### src/hw/rtl/yibd_pkg.sv
// ----------------------------------------------------------------------------
// yibd_pkg
// Shared types, register codes and lookup tables of the int8 box decoder.
// ----------------------------------------------------------------------------
package yibd_pkg;

    localparam int GRID_IDX_W = 5;
    localparam int CORNER_W   = 24;
    localparam int EDGE_MAX   = 55;
    localparam int DEQ_OFFSET = 15;
    localparam int SCORE_ELEM = 4;

    typedef enum logic [2:0] {
        REG_SCORE_THRESHOLD = 3'd0,
        REG_ANCHOR0_WIDTH   = 3'd1,
        REG_ANCHOR0_HEIGHT  = 3'd2,
        REG_ANCHOR1_WIDTH   = 3'd3,
        REG_ANCHOR1_HEIGHT  = 3'd4,
        REG_ANCHOR2_WIDTH   = 3'd5,
        REG_ANCHOR2_HEIGHT  = 3'd6
    } cfg_reg_t;

    typedef logic [2:0][5:0] anchor_set_t;

    typedef struct packed {
        logic [3:0][7:0]         box_bytes;
        logic signed [7:0]       score;
        logic [5:0]              cell_num;
        logic [1:0]              anchor;
        logic [GRID_IDX_W-1:0]   col;
        logic [GRID_IDX_W-1:0]   row;
    } box_src_t;

    typedef logic [255:0][7:0]  sig_rom_t;
    typedef logic [255:0][15:0] exp_rom_t;

    localparam logic [63:0] SCALE_NUM = 64'd14218327403068542;
    localparam logic [63:0] SCALE_DEN = 64'd100000000000000000;
    localparam logic [63:0] ONE_Q24   = 64'd1 << 24;

    function automatic logic [63:0] scale_q30();
        logic [63:0] r;
        logic [63:0] s;
        r = SCALE_NUM;
        s = '0;
        for (int i = 0; i < 30; i++)
        begin
            r = r << 1;
            s = s << 1;
            if (r >= SCALE_DEN)
            begin
                r = r - SCALE_DEN;
                s = s | 64'd1;
            end
        end
        return s;
    endfunction

    // restoring long division for table construction
    function automatic logic [63:0] div_u64(logic [63:0] num, logic [63:0] den);
        logic [63:0] q;
        logic [64:0] r;
        q = '0;
        r = '0;
        for (int i = 63; i >= 0; i--)
        begin
            r = {r[63:0], num[i]};
            if (r >= {1'b0, den})
            begin
                r    = r - {1'b0, den};
                q[i] = 1'b1;
            end
        end
        return q;
    endfunction

    function automatic logic [63:0] mul_q24(logic [63:0] a, logic [63:0] b);
        return (a * b + (64'd1 << 23)) >> 24;
    endfunction

    // exp(+-scale) by Taylor series in Q30, rounded to Q24
    function automatic logic [63:0] exp_step_q24(logic [63:0] s30, logic negative);
        logic [63:0] sum;
        logic [63:0] term;
        sum  = 64'd1 << 30;
        term = 64'd1 << 30;
        for (int k = 1; k <= 20; k++)
        begin
            term = div_u64((term * s30) >> 30, 64'(k));
            if (negative && ((k & 1) == 1))
                sum = sum - term;
            else
                sum = sum + term;
        end
        return (sum + 64'd32) >> 6;
    endfunction

    function automatic logic [63:0] exp_neg_pow(logic [63:0] en, int m);
        logic [63:0] p;
        p = ONE_Q24;
        for (int i = 0; i < m; i++)
            p = mul_q24(p, en);
        return p;
    endfunction

    function automatic sig_rom_t build_sig_rom();
        sig_rom_t    rom;
        logic [63:0] en;
        logic [63:0] p;
        logic [63:0] num;
        logic [63:0] den;
        logic [63:0] s;
        int          n;
        int          m;
        en = exp_step_q24(scale_q30(), 1'b1);
        for (int b = 0; b < 256; b++)
        begin
            n   = ((b >= 128) ? b - 256 : b) + DEQ_OFFSET;
            m   = (n < 0) ? -n : n;
            p   = exp_neg_pow(en, m);
            num = (n >= 0) ? ONE_Q24 : p;
            den = ONE_Q24 + p;
            s   = div_u64(num * 64'd512 + den, 64'd2 * den);
            rom[b] = (s > 64'd255) ? 8'd255 : s[7:0];
        end
        return rom;
    endfunction

    function automatic exp_rom_t build_exp_rom();
        exp_rom_t    rom;
        logic [63:0] s30;
        logic [63:0] ep;
        logic [63:0] en;
        logic [63:0] v;
        logic [63:0] e;
        int          n;
        int          m;
        s30 = scale_q30();
        ep  = exp_step_q24(s30, 1'b0);
        en  = exp_step_q24(s30, 1'b1);
        for (int b = 0; b < 256; b++)
        begin
            n = ((b >= 128) ? b - 256 : b) + DEQ_OFFSET;
            m = (n < 0) ? -n : n;
            if (n <= 0)
            begin
                v = exp_neg_pow(en, m);
            end
            else
            begin
                v = ONE_Q24;
                for (int i = 0; i < m; i++)
                    if (v < (64'd256 << 24))
                        v = mul_q24(v, ep);
            end
            e = (v + (64'd1 << 15)) >> 16;
            rom[b] = (e > 64'd65535) ? 16'hFFFF : e[15:0];
        end
        return rom;
    endfunction

    localparam sig_rom_t SIG_ROM = build_sig_rom();
    localparam exp_rom_t EXP_ROM = build_exp_rom();

endpackage

### src/hw/rtl/yibd_position.sv
// ----------------------------------------------------------------------------
// yibd_position
// Tensor position counters and held anchor bytes; flags a kept box on the
// last byte of each anchor.
// ----------------------------------------------------------------------------
module yibd_position #(
    parameter int GRID_SIDE        = 7,
    parameter int ANCHOR_COUNT     = 3,
    parameter int BYTES_PER_ANCHOR = 6
) (
    input  logic                    clk,
    input  logic                    rst_n,
    input  logic                    accept,
    input  logic signed [7:0]       tensor_byte,
    input  logic                    frame_start,
    input  logic signed [7:0]       score_threshold,
    output logic                    fire,
    output yibd_pkg::box_src_t      src
);
    import yibd_pkg::*;

    localparam int CELLS  = GRID_SIDE * GRID_SIDE;
    localparam int CELL_W = (CELLS > 1) ? $clog2(CELLS) : 1;
    localparam int ELEM_W = $clog2(BYTES_PER_ANCHOR);

    logic [ELEM_W-1:0]     elem_reg,   elem_next,   elem_eff;
    logic [1:0]            anchor_reg, anchor_next, anchor_eff;
    logic [GRID_IDX_W-1:0] col_reg,    col_next,    col_eff;
    logic [GRID_IDX_W-1:0] row_reg,    row_next,    row_eff;
    logic [CELL_W-1:0]     cell_reg,   cell_next,   cell_eff;
    logic [3:0][7:0]       held_reg;
    logic signed [7:0]     score_reg;
    logic signed [7:0]     score_eff;
    logic                  last_elem;
    logic                  last_anchor;
    logic                  last_col;
    logic                  last_row;

    always_comb
    begin
        elem_eff   = frame_start ? '0 : elem_reg;
        anchor_eff = frame_start ? '0 : anchor_reg;
        col_eff    = frame_start ? '0 : col_reg;
        row_eff    = frame_start ? '0 : row_reg;
        cell_eff   = frame_start ? '0 : cell_reg;

        last_elem   = (elem_eff == ELEM_W'(BYTES_PER_ANCHOR - 1));
        last_anchor = (anchor_eff == 2'(ANCHOR_COUNT - 1));
        last_col    = (col_eff == GRID_IDX_W'(GRID_SIDE - 1));
        last_row    = (row_eff == GRID_IDX_W'(GRID_SIDE - 1));

        score_eff = (elem_eff == ELEM_W'(SCORE_ELEM)) ? tensor_byte : score_reg;
        fire      = last_elem && (score_eff > score_threshold);

        src.box_bytes = held_reg;
        src.score     = score_eff;
        src.cell_num  = 6'(cell_eff);
        src.anchor    = anchor_eff;
        src.col       = col_eff;
        src.row       = row_eff;

        elem_next   = elem_eff + ELEM_W'(1);
        anchor_next = anchor_eff;
        col_next    = col_eff;
        row_next    = row_eff;
        cell_next   = cell_eff;
        if (last_elem)
        begin
            elem_next   = '0;
            anchor_next = anchor_eff + 2'd1;
            if (last_anchor)
            begin
                anchor_next = '0;
                cell_next   = cell_eff + CELL_W'(1);
                col_next    = col_eff + GRID_IDX_W'(1);
                if (last_col)
                begin
                    col_next = '0;
                    row_next = row_eff + GRID_IDX_W'(1);
                    if (last_row)
                    begin
                        row_next  = '0;
                        cell_next = '0;
                    end
                end
            end
        end
    end

    always_ff @(posedge clk or negedge rst_n)
    begin
        if (!rst_n)
        begin
            elem_reg   <= '0;
            anchor_reg <= '0;
            col_reg    <= '0;
            row_reg    <= '0;
            cell_reg   <= '0;
        end
        else if (accept)
        begin
            elem_reg   <= elem_next;
            anchor_reg <= anchor_next;
            col_reg    <= col_next;
            row_reg    <= row_next;
            cell_reg   <= cell_next;
        end
    end

    always_ff @(posedge clk)
    begin
        if (accept)
        begin
            if (elem_eff < ELEM_W'(SCORE_ELEM))
                held_reg[elem_eff[1:0]] <= tensor_byte;
            else if (elem_eff == ELEM_W'(SCORE_ELEM))
                score_reg <= tensor_byte;
        end
    end

endmodule

### src/hw/rtl/yibd_box_calc.sv
// ----------------------------------------------------------------------------
// yibd_box_calc
// Box geometry: sigmoid and exp lookup, prior scaling and corner clamping.
// ----------------------------------------------------------------------------
module yibd_box_calc #(
    parameter int CELL_PIXELS = 8
) (
    input  yibd_pkg::box_src_t    src,
    input  yibd_pkg::anchor_set_t prior_w,
    input  yibd_pkg::anchor_set_t prior_h,
    output logic [5:0]            left,
    output logic [5:0]            top,
    output logic [5:0]            right,
    output logic [5:0]            bottom
);
    import yibd_pkg::*;

    localparam int POS_W = 8 + GRID_IDX_W;
    localparam int CP_W  = $clog2(CELL_PIXELS + 1);
    localparam int PX_W  = POS_W + CP_W;

    function automatic logic [5:0] clamp_corner(logic signed [CORNER_W-1:0] q9);
        logic signed [CORNER_W-1:0] v;
        v = q9 >>> 9;
        if (q9 <= 0)
            return 6'd0;
        else if (v > CORNER_W'(EDGE_MAX))
            return 6'(EDGE_MAX);
        else
            return v[5:0];
    endfunction

    logic [1:0]                 a_sel;
    logic [7:0]                 sig_x, sig_y;
    logic [15:0]                exp_w, exp_h;
    logic [PX_W-1:0]            px, py;
    logic [21:0]                w, h;
    logic signed [CORNER_W-1:0] cx2, cy2, ws, hs;

    always_comb
    begin
        a_sel = (src.anchor < 2'd3) ? src.anchor : 2'd2;
        sig_x = SIG_ROM[src.box_bytes[0]];
        sig_y = SIG_ROM[src.box_bytes[1]];
        exp_w = EXP_ROM[src.box_bytes[2]];
        exp_h = EXP_ROM[src.box_bytes[3]];

        px = PX_W'({src.col, sig_x}) * PX_W'(CELL_PIXELS);
        py = PX_W'({src.row, sig_y}) * PX_W'(CELL_PIXELS);
        w  = 22'(exp_w) * 22'(prior_w[a_sel]);
        h  = 22'(exp_h) * 22'(prior_h[a_sel]);

        cx2 = CORNER_W'({px, 1'b0});
        cy2 = CORNER_W'({py, 1'b0});
        ws  = CORNER_W'(w);
        hs  = CORNER_W'(h);

        left   = clamp_corner(cx2 - ws);
        top    = clamp_corner(cy2 - hs);
        right  = clamp_corner(cx2 + ws);
        bottom = clamp_corner(cy2 + hs);
    end

endmodule

### src/hw/rtl/yolo_int8_box_decoder_unit.sv
// ----------------------------------------------------------------------------
// yolo_int8_box_decoder_unit
// Streaming decoder of int8 detector tensor bytes into clamped pixel boxes.
//
//   channel  | handshake            | payload
//   ---------+----------------------+----------------------------------------
//   in       | in_valid / in_ready  | tensor_byte, frame_start
//   out      | out_valid / out_ready| box corners, box_score, cell, anchor
//   cfg      | cfg_valid / cfg_ready| cfg_index, cfg_data (write only)
//
// One tensor byte per cycle while in_ready is high. A kept box goes from the
// position stage register through the geometry stage into the output register.
// Reset restores the default threshold and priors and zeroes the position;
// no clearing pass. A stalled output holds one box and one more in the
// position stage; in_ready drops only while both are full and out is stalled.
// ----------------------------------------------------------------------------
module yolo_int8_box_decoder_unit #(
    parameter int GRID_SIDE        = 7,
    parameter int CELL_PIXELS      = 8,
    parameter int ANCHOR_COUNT     = 3,
    parameter int BYTES_PER_ANCHOR = 6
) (
    input  logic              clk,
    input  logic              rst_n,
    input  logic              in_valid,
    output logic              in_ready,
    input  logic signed [7:0] tensor_byte,
    input  logic              frame_start,
    output logic              out_valid,
    input  logic              out_ready,
    output logic [5:0]        box_left,
    output logic [5:0]        box_top,
    output logic [5:0]        box_right,
    output logic [5:0]        box_bottom,
    output logic signed [7:0] box_score,
    output logic [5:0]        cell_index,
    output logic [1:0]        anchor_index,
    input  logic              cfg_valid,
    output logic              cfg_ready,
    input  logic [2:0]        cfg_index,
    input  logic [7:0]        cfg_data
);
    import yibd_pkg::*;

    logic signed [7:0] thr_reg;
    anchor_set_t       prior_w_reg;
    anchor_set_t       prior_h_reg;

    logic              in_accept;
    logic              fire;
    box_src_t          src;
    logic              s1_valid_reg, s1_valid_next;
    box_src_t          s1_reg;
    logic              s1_advance;
    logic              out_valid_next;
    logic [5:0]        calc_left, calc_top, calc_right, calc_bottom;

    assign cfg_ready = 1'b1;

    always_ff @(posedge clk or negedge rst_n)
    begin
        if (!rst_n)
        begin
            thr_reg     <= -8'sd16;
            prior_w_reg <= {6'd22, 6'd12, 6'd9};
            prior_h_reg <= {6'd21, 6'd17, 6'd14};
        end
        else if (cfg_valid)
        begin
            unique case (cfg_reg_t'(cfg_index))
                REG_SCORE_THRESHOLD: thr_reg        <= cfg_data;
                REG_ANCHOR0_WIDTH:   prior_w_reg[0] <= cfg_data[5:0];
                REG_ANCHOR0_HEIGHT:  prior_h_reg[0] <= cfg_data[5:0];
                REG_ANCHOR1_WIDTH:   prior_w_reg[1] <= cfg_data[5:0];
                REG_ANCHOR1_HEIGHT:  prior_h_reg[1] <= cfg_data[5:0];
                REG_ANCHOR2_WIDTH:   prior_w_reg[2] <= cfg_data[5:0];
                REG_ANCHOR2_HEIGHT:  prior_h_reg[2] <= cfg_data[5:0];
                default:             ;
            endcase
        end
    end

    assign s1_advance = s1_valid_reg && (!out_valid || out_ready);
    assign in_ready   = !s1_valid_reg || !out_valid || out_ready;
    assign in_accept  = in_valid && in_ready;

    yibd_position #(
        .GRID_SIDE        (GRID_SIDE),
        .ANCHOR_COUNT     (ANCHOR_COUNT),
        .BYTES_PER_ANCHOR (BYTES_PER_ANCHOR)
    ) u_position (
        .clk             (clk),
        .rst_n           (rst_n),
        .accept          (in_accept),
        .tensor_byte     (tensor_byte),
        .frame_start     (frame_start),
        .score_threshold (thr_reg),
        .fire            (fire),
        .src             (src)
    );

    always_comb
    begin
        s1_valid_next = s1_valid_reg;
        if (in_accept)
            s1_valid_next = fire;
        else if (s1_advance)
            s1_valid_next = 1'b0;

        out_valid_next = out_valid;
        if (s1_advance)
            out_valid_next = 1'b1;
        else if (out_ready)
            out_valid_next = 1'b0;
    end

    always_ff @(posedge clk or negedge rst_n)
    begin
        if (!rst_n)
        begin
            s1_valid_reg <= 1'b0;
            out_valid    <= 1'b0;
        end
        else
        begin
            s1_valid_reg <= s1_valid_next;
            out_valid    <= out_valid_next;
        end
    end

    always_ff @(posedge clk)
    begin
        if (in_accept && fire)
            s1_reg <= src;
    end

    yibd_box_calc #(
        .CELL_PIXELS (CELL_PIXELS)
    ) u_box_calc (
        .src     (s1_reg),
        .prior_w (prior_w_reg),
        .prior_h (prior_h_reg),
        .left    (calc_left),
        .top     (calc_top),
        .right   (calc_right),
        .bottom  (calc_bottom)
    );

    always_ff @(posedge clk)
    begin
        if (s1_advance)
        begin
            box_left     <= calc_left;
            box_top      <= calc_top;
            box_right    <= calc_right;
            box_bottom   <= calc_bottom;
            box_score    <= s1_reg.score;
            cell_index   <= s1_reg.cell_num;
            anchor_index <= s1_reg.anchor;
        end
    end

endmodule

### config.mk
export PLATFORM = sky130hd
export DESIGN_NAME = yolo_int8_box_decoder_unit
export DESIGN_NICKNAME = d
export VERILOG_FILES = /design/src/hw/rtl/yibd_pkg.sv /design/src/hw/rtl/yibd_position.sv /design/src/hw/rtl/yibd_box_calc.sv /design/src/hw/rtl/yolo_int8_box_decoder_unit.sv
export SDC_FILE = /design/constraint.sdc
export NUM_CORES = 1
export LEC_CHECK = 0
export BUFFER_PORTS_ARGS = -buffer_cell sky130_fd_sc_hd__buf_2
export CAP_MARGIN = 20
export CORE_MARGIN = 1
export CORE_UTILIZATION = 49
export DETAILED_ROUTE_END_ITERATION = 10
export GPL_TIMING_DRIVEN = 1
export MAX_ROUTING_LAYER = met4
export PLACE_DENSITY = 0.77
export SLEW_MARGIN = 20
export SYNTH_ARGS = -nofsm -noshare
export SYNTH_HDL_FRONTEND = slang
export SYNTH_SLANG_ARGS = --single-unit
export TNS_END_PERCENT = 1
### constraint.sdc
create_clock -name clk -period 11.9 [get_ports clk]
set_clock_uncertainty 0.1 [all_clocks]
set_input_delay 0.595 -clock clk [delete_from_list [all_inputs] [get_ports clk]]
set_output_delay 0.595 -clock clk [all_outputs]
set_load 0.02 [all_outputs]
; Word level (Yosys, flattened, before mapping)
; Memories as Yosys holds them, arrays and structs flattened. A register that Yosys moved wholly into a read port is not among the register bits.
; Index checks and enable logic that the tools add are counted.
[totals]
register_bits = 205
romBits = 12288
input_bits = 25
output_inout_bits = 43
wordCells = 154
mem_count = 4
[op_classes]
n_addsub = 9
n_mul = 2
order_cmp = 18
eq_ne = 11
n_mux = 44
n_bitwise = 1
reduce_logical = 26
[mem_list]
columns = memory, depth, width, rd, rd_ports_with_merged_regs, wr, line_no
row1 = (name not given), 256, 16, 1, 1, 0, yibd_box_calc.sv:45  ; exp_w = EXP_ROM[src.box_bytes[2]];
row2 = (name not given), 256, 16, 1, 1, 0, yibd_box_calc.sv:46  ; exp_h = EXP_ROM[src.box_bytes[3]];
row3 = (name not given), 256, 8, 1, 1, 0, yibd_box_calc.sv:43  ; sig_x = SIG_ROM[src.box_bytes[0]];
row4 = (name not given), 256, 8, 1, 1, 0, yibd_box_calc.sv:44  ; sig_y = SIG_ROM[src.box_bytes[1]];
[ops]
columns = op, count
row1 = 2-to-1 mux 6 bit, 11
row2 = 2-to-1 mux 8 bit, 8
row3 = "less-or-equal comparator 24 x 1 -> 1 bit, second input constant", 2
row4 = adder 17 x 22 -> 23 bit, 2
row5 = "less-or-equal comparator 23 x 1 -> 1 bit, second input constant", 2
row6 = subtractor 17 x 22 -> 23 bit, 2
row7 = 2-to-1 mux 5 bit, 9
row8 = multiplier 16 x 6 -> 22 bit, 2
row9 = "less-than comparator 8 x 9 -> 1 bit, second input constant", 4
row10 = bitwise mux 32 bit, 1
row11 = 2-to-1 mux 16 bit, 2
row12 = "greater-than comparator 15 x 7 -> 1 bit, second input constant", 2
row13 = "greater-than comparator 14 x 7 -> 1 bit, second input constant", 2
row14 = binary-select mux 6 bit (select 2 bit), 2
row15 = AND reduction 2 bit, 9
row16 = demux 8 bit (select 2 bit), 1
row17 = "== test 3 bit, second input constant", 5
row18 = "adder 5 x 1 -> 5 bit, second input constant", 2
row19 = "== test 5 x 3 -> 1 bit, second input constant", 2
row20 = greater-than comparator 8 bit, 1
row21 = 2-to-1 mux 2 bit, 4
row22 = OR reduction 2 bit, 4
row23 = "adder 6 x 1 -> 6 bit, second input constant", 1
row24 = "== test 3 x 2 -> 1 bit, second input constant", 2
row25 = other kinds (16), 29

; Longest topological paths before layout
[logic_depth]
depth_word = 8
depth_mapped = 32
depth_no_buf = 29

; Cells and area by module
; A second synthesis with hierarchy kept.
[unflattened]
hier_cells = 2306
area_unflattened_um2 = 20731.1
[by_module_without_submodules]
columns = module, n_inst, cells_per_inst, area_per_inst_um2, seq_area_each_um2
row1 = yibd_box_calc, 1, 1854, 12936.2, 0.0
row2 = yolo_int8_box_decoder_unit, 1, 212, 4792.1, 4117.7
row3 = yibd_position, 1, 240, 3002.9, 1726.7

; Least setup slack after synthesis
; No wires, ideal clock.
[synth_path]
path_kind = reg2reg
start = register s1_reg[10] in the netlist's numbering
end = register box_left[2] (data pin)
setup_time_ps = 260
t_arrival_ps = 6694
required_ps = 11540
path_slack_ps = 4846
path_stages_with_launch = 31
path_buffers = 2
synth_period_minus_slack_ps = 7054
path_cell_list = edfxtp_1 -> buf_1 -> mux2i_1 -> o21ai_0 -> clkbuf_1 -> and2_1 -> fa_1 -> fa_1 -> inv_1 -> fa_1 -> inv_1 -> ha_1 -> a21oi_1 -> o21ai_0 -> a31oi_1 -> nor2b_1 -> o21a_1 -> o21ai_0 -> nand2b_1 -> a21oi_1 -> xnor2_1 -> ha_1 -> nor4_1 -> nand2_1 -> o22ai_1 -> a2111oi_0 -> o221a_2 -> and4_1 -> and4_1 -> o31a_1 -> a21oi_1
[synth_via]
elab_chain_cells = 8
word_cells_on_any_way = 9
cone_classes = 1 x add/sub / 1 x mul / 3 x order compare / 4 x mux
[synth_lines]
columns = item, line_no
row1 = from (decl), yolo_int8_box_decoder_unit.sv:53  ; box_src_t s1_reg;
row2 = from (signal assigned), yolo_int8_box_decoder_unit.sv:134  ; s1_reg <= src;
row3 = less-than comparator 2 bit, yibd_box_calc.sv:42  ; a_sel = (src.anchor < 2'd3) ? src.anchor : 2'd2;
row4 = 2-to-1 mux 2 bit *, yibd_box_calc.sv:42
row5 = binary-select mux 6 bit (select 2 bit) *, yibd_box_calc.sv:50  ; w = 22'(exp_w) * 22'(prior_w[a_sel]);
row6 = 2-to-1 mux 6 bit (implied by the code) *, yibd_box_calc.sv:50
row7 = multiplier 16 x 6 -> 22 bit *, yibd_box_calc.sv:50
row8 = subtractor 17 x 22 -> 23 bit *, yibd_box_calc.sv:58  ; left = clamp_corner(cx2 - ws);
row9 = greater-than comparator 14 x 7 -> 1 bit, yibd_box_calc.sv:27  ; else if (v > CORNER_W'(EDGE_MAX))
row10 = 2-to-1 mux 6 bit, yibd_box_calc.sv:27
row11 = to (signal assigned), yolo_int8_box_decoder_unit.sv:153  ; box_left <= calc_left;
row12 = to (decl), yolo_int8_box_decoder_unit.sv:31  ; output logic [5:0] box_left,
; Mark *: on every way between the ends. The rest lies on a longest branch, timed or not. The select of a mux whose other input is x is not followed.
; A chain may end at the register's enable or synchronous reset.

; Worst setup path in the final report
; Same ends and word-level chain as after synthesis.

==> impl_metrics.ini <==
[place]
dp_hpwl_um = 44400
io_buffer_count = 66
placedCellCount = 3048
place_area_um2 = 23400
pre_cts_slack_ns = 3.81
place_congestion = 0.950

[sta]
hold_viol = 0
slew_headroom_pct = 20.0
finalCritPeriodShare_pct = 68.8
rsz0062_at_grt = no
setup_viol = 0
fin_crit_ns = 8.19
worst_slew_pin_slew_ns = 1.17
fmax_mhz = 122
slew_violations = 0
fin_ws_ns = 3.71
tns_ns = 0

[setup_path]
r2r_cells = 28
rr_endpoint = box_left[2]
critPathSlowestCell = edfxtp_1
crit_top_cell = a21oi_1
max_stage_delay_ns = 0.94
crit_buf_inv = 2
critical_path_class = reg -> reg
cp_max_fo = 15
r2r_slack_ns = 3.71
critical_path.top_delay_family = compound AO/OA/AOI/OAI gates
cp-start-kind = flip-flop
cp.required_ns = 12.15
crit_arrival_ns = 8.44
r2r-start = s1_reg[10]
crit_path_end_kind = flip-flop

[yosys]
yosysSeqAreaShare_pct = 30.3
syn_area_um2 = 22500
synth_common_cells = nand2_1 (247), inv_1 (194), ha_1 (164), o21ai_0 (161), a21oi_1 (145)
synth-async-reset-ratio_pct = 26.5
synth.top_cell.area_share_pct = 18.4
synth-edff-count = 138
synth_cells = 2456
ys_seq_elements = 253
ys.flop_type = edfxtp_1
synth_area_per_cell_um2 = 9.16
yosys-top-cells-area = edfxtp_1 (18%), fa_1 (10%), ha_1 (9.1%), dfrtp_1 (5.3%), dfxtp_1 (4.3%)
synth.most_common_cell = nand2_1
synthesis.nets = 2761
yosys_warnings = 0
ys_types = 95
synth.largest_area_cell = edfxtp_1

[routing]
drtAntennaViolNets = 0
vias_per_cell = 6.12
drt-initial-drc-count = 2211
dr.pass1.iters = 6
vias = 19000
wl_per_cell_um = 19.5
drc = 0
totalWireLength_um = 60400

[floorplan]
die_w_um = 216
die_area_um2 = 46800
initial_core_util_pct = 49.7
rows = 78
io_pins = 68
core-area_um2 = 45300
die_y_um = 216

[cts]
insertion_delay_ns = 0.60
postCtsHoldBufs = 0
cts.clk_slew.worst_paths_ns = 0.07
cts_resized = 0
htree_levels = 1
cts_made_buffers = 29
post_cts_buffers = 0
cts_tree = built
max-clock-path-buffers = 3
cts.sinks = 253
cts-root-buf = clkbuf_16

[finish]
drive_above_1_share_pct = 10.8
final_nets = 2784
fin_area_um2 = 24300
area_growth_pct = 8.19
utilization_pct = 53.7
largest_reg_flops = 58
final_cells = 3103

[grt]
overflow = 0
antenna_found_initial = 1
grt_usage_pct = 26.4
grt_pass1_vias = 18100
grt_pass1_wl_um = 97900
grt_start_max_net_pins = 70

[job]
maxCapViolCount = 0

[worst_hold_path]
hp-class = in -> async

[power]
power_leakage_nw = 9.99
peakVddDrop_v = 0.000197
power_density_nw_per_um2 = 271

[outcome]
status = finished, final reports clean
==> per-layer routing <==
layer	routed length, um	GRT usage (%)	up-vias
li1	-	-	8852
met1	27700	38.0	9230
met2	26900	39.2	820
met3	4550	2.95	102
met4	1300	7.18	0
met5	0	-	-
==> final cells by class <==
cell class | count | area [um^2]
Sequential cell | 253 | 6810
Timing Repair Buffer | 101 | 593
Antenna cell | 1 | 2.50
Clock buffer | 43 | 843
Fill cell | 4040 | 20900
Inverter | 196 | 737
Tap cell | 600 | 751
Multi-Input combinational cell | 1898 | 14500
Clock inverter | 11 | 113
==> per-stage QoR <==
step	hold slack (ns)	total power, mW
finish	0.110	6.59
CTS	0.100	6.56
floorplan	0.199	4.59
detailed placement	0.307	5.63
global route	0.144	7.20
global placement	0.301	5.57
==> how the worst max path moves through the flow <==
stage,start,to,slack (ns),cells after the start
6_report,s1_reg[10],box_left[2],3.71,28
5_1_grt,s1_reg[10],box_left[2],3.17,28
4_1_cts,s1_reg[10],box_left[2],3.80,28
3_5_place_dp,s1_reg[10],box_left[2],3.81,28
3_3_place_gp,s1_reg[10],box_left[2],4.07,28
2_1_floorplan,s1_reg[10],box_left[2],4.85,30
==> kinds of logic after synthesis <==
group	after synthesis	synth area share, %
AO/OA/AOI/OAI	634	18.5
AND/OR/NAND/NOR	795	17.9
XOR/XNOR	65	2.53
flip-flops	253	30.3
buffers and inverters	305	5.48
adder cells (fa/ha/maj)	280	19.4
other	1	0.0167
multiplexers	123	5.90
==> cell usage in the layout, fill, tap and decap left out, types with 48 or more instances in the layout <==
cell and instances:
nand2_1 247, inv_1 194, ha_1 164, o21ai_0 160, a21oi_1 145, nor2_1 141
and2_1 140, edfxtp_1 138, fa_1 116, mux2_2 67, buf_2 66, mux2i_1 51
nor3_1 49, dfrtp_1 48, dfxtp_1 48
==> power breakdown <==
group          leakage [nW]  internal (mW)  switching, mW
combinational          7.02           1.82           2.84
clock                 0.469          0.516          0.381
sequential             2.50          0.991         0.0407
total                  9.99           3.33           3.26
Power figures use the tool's default switching activity.
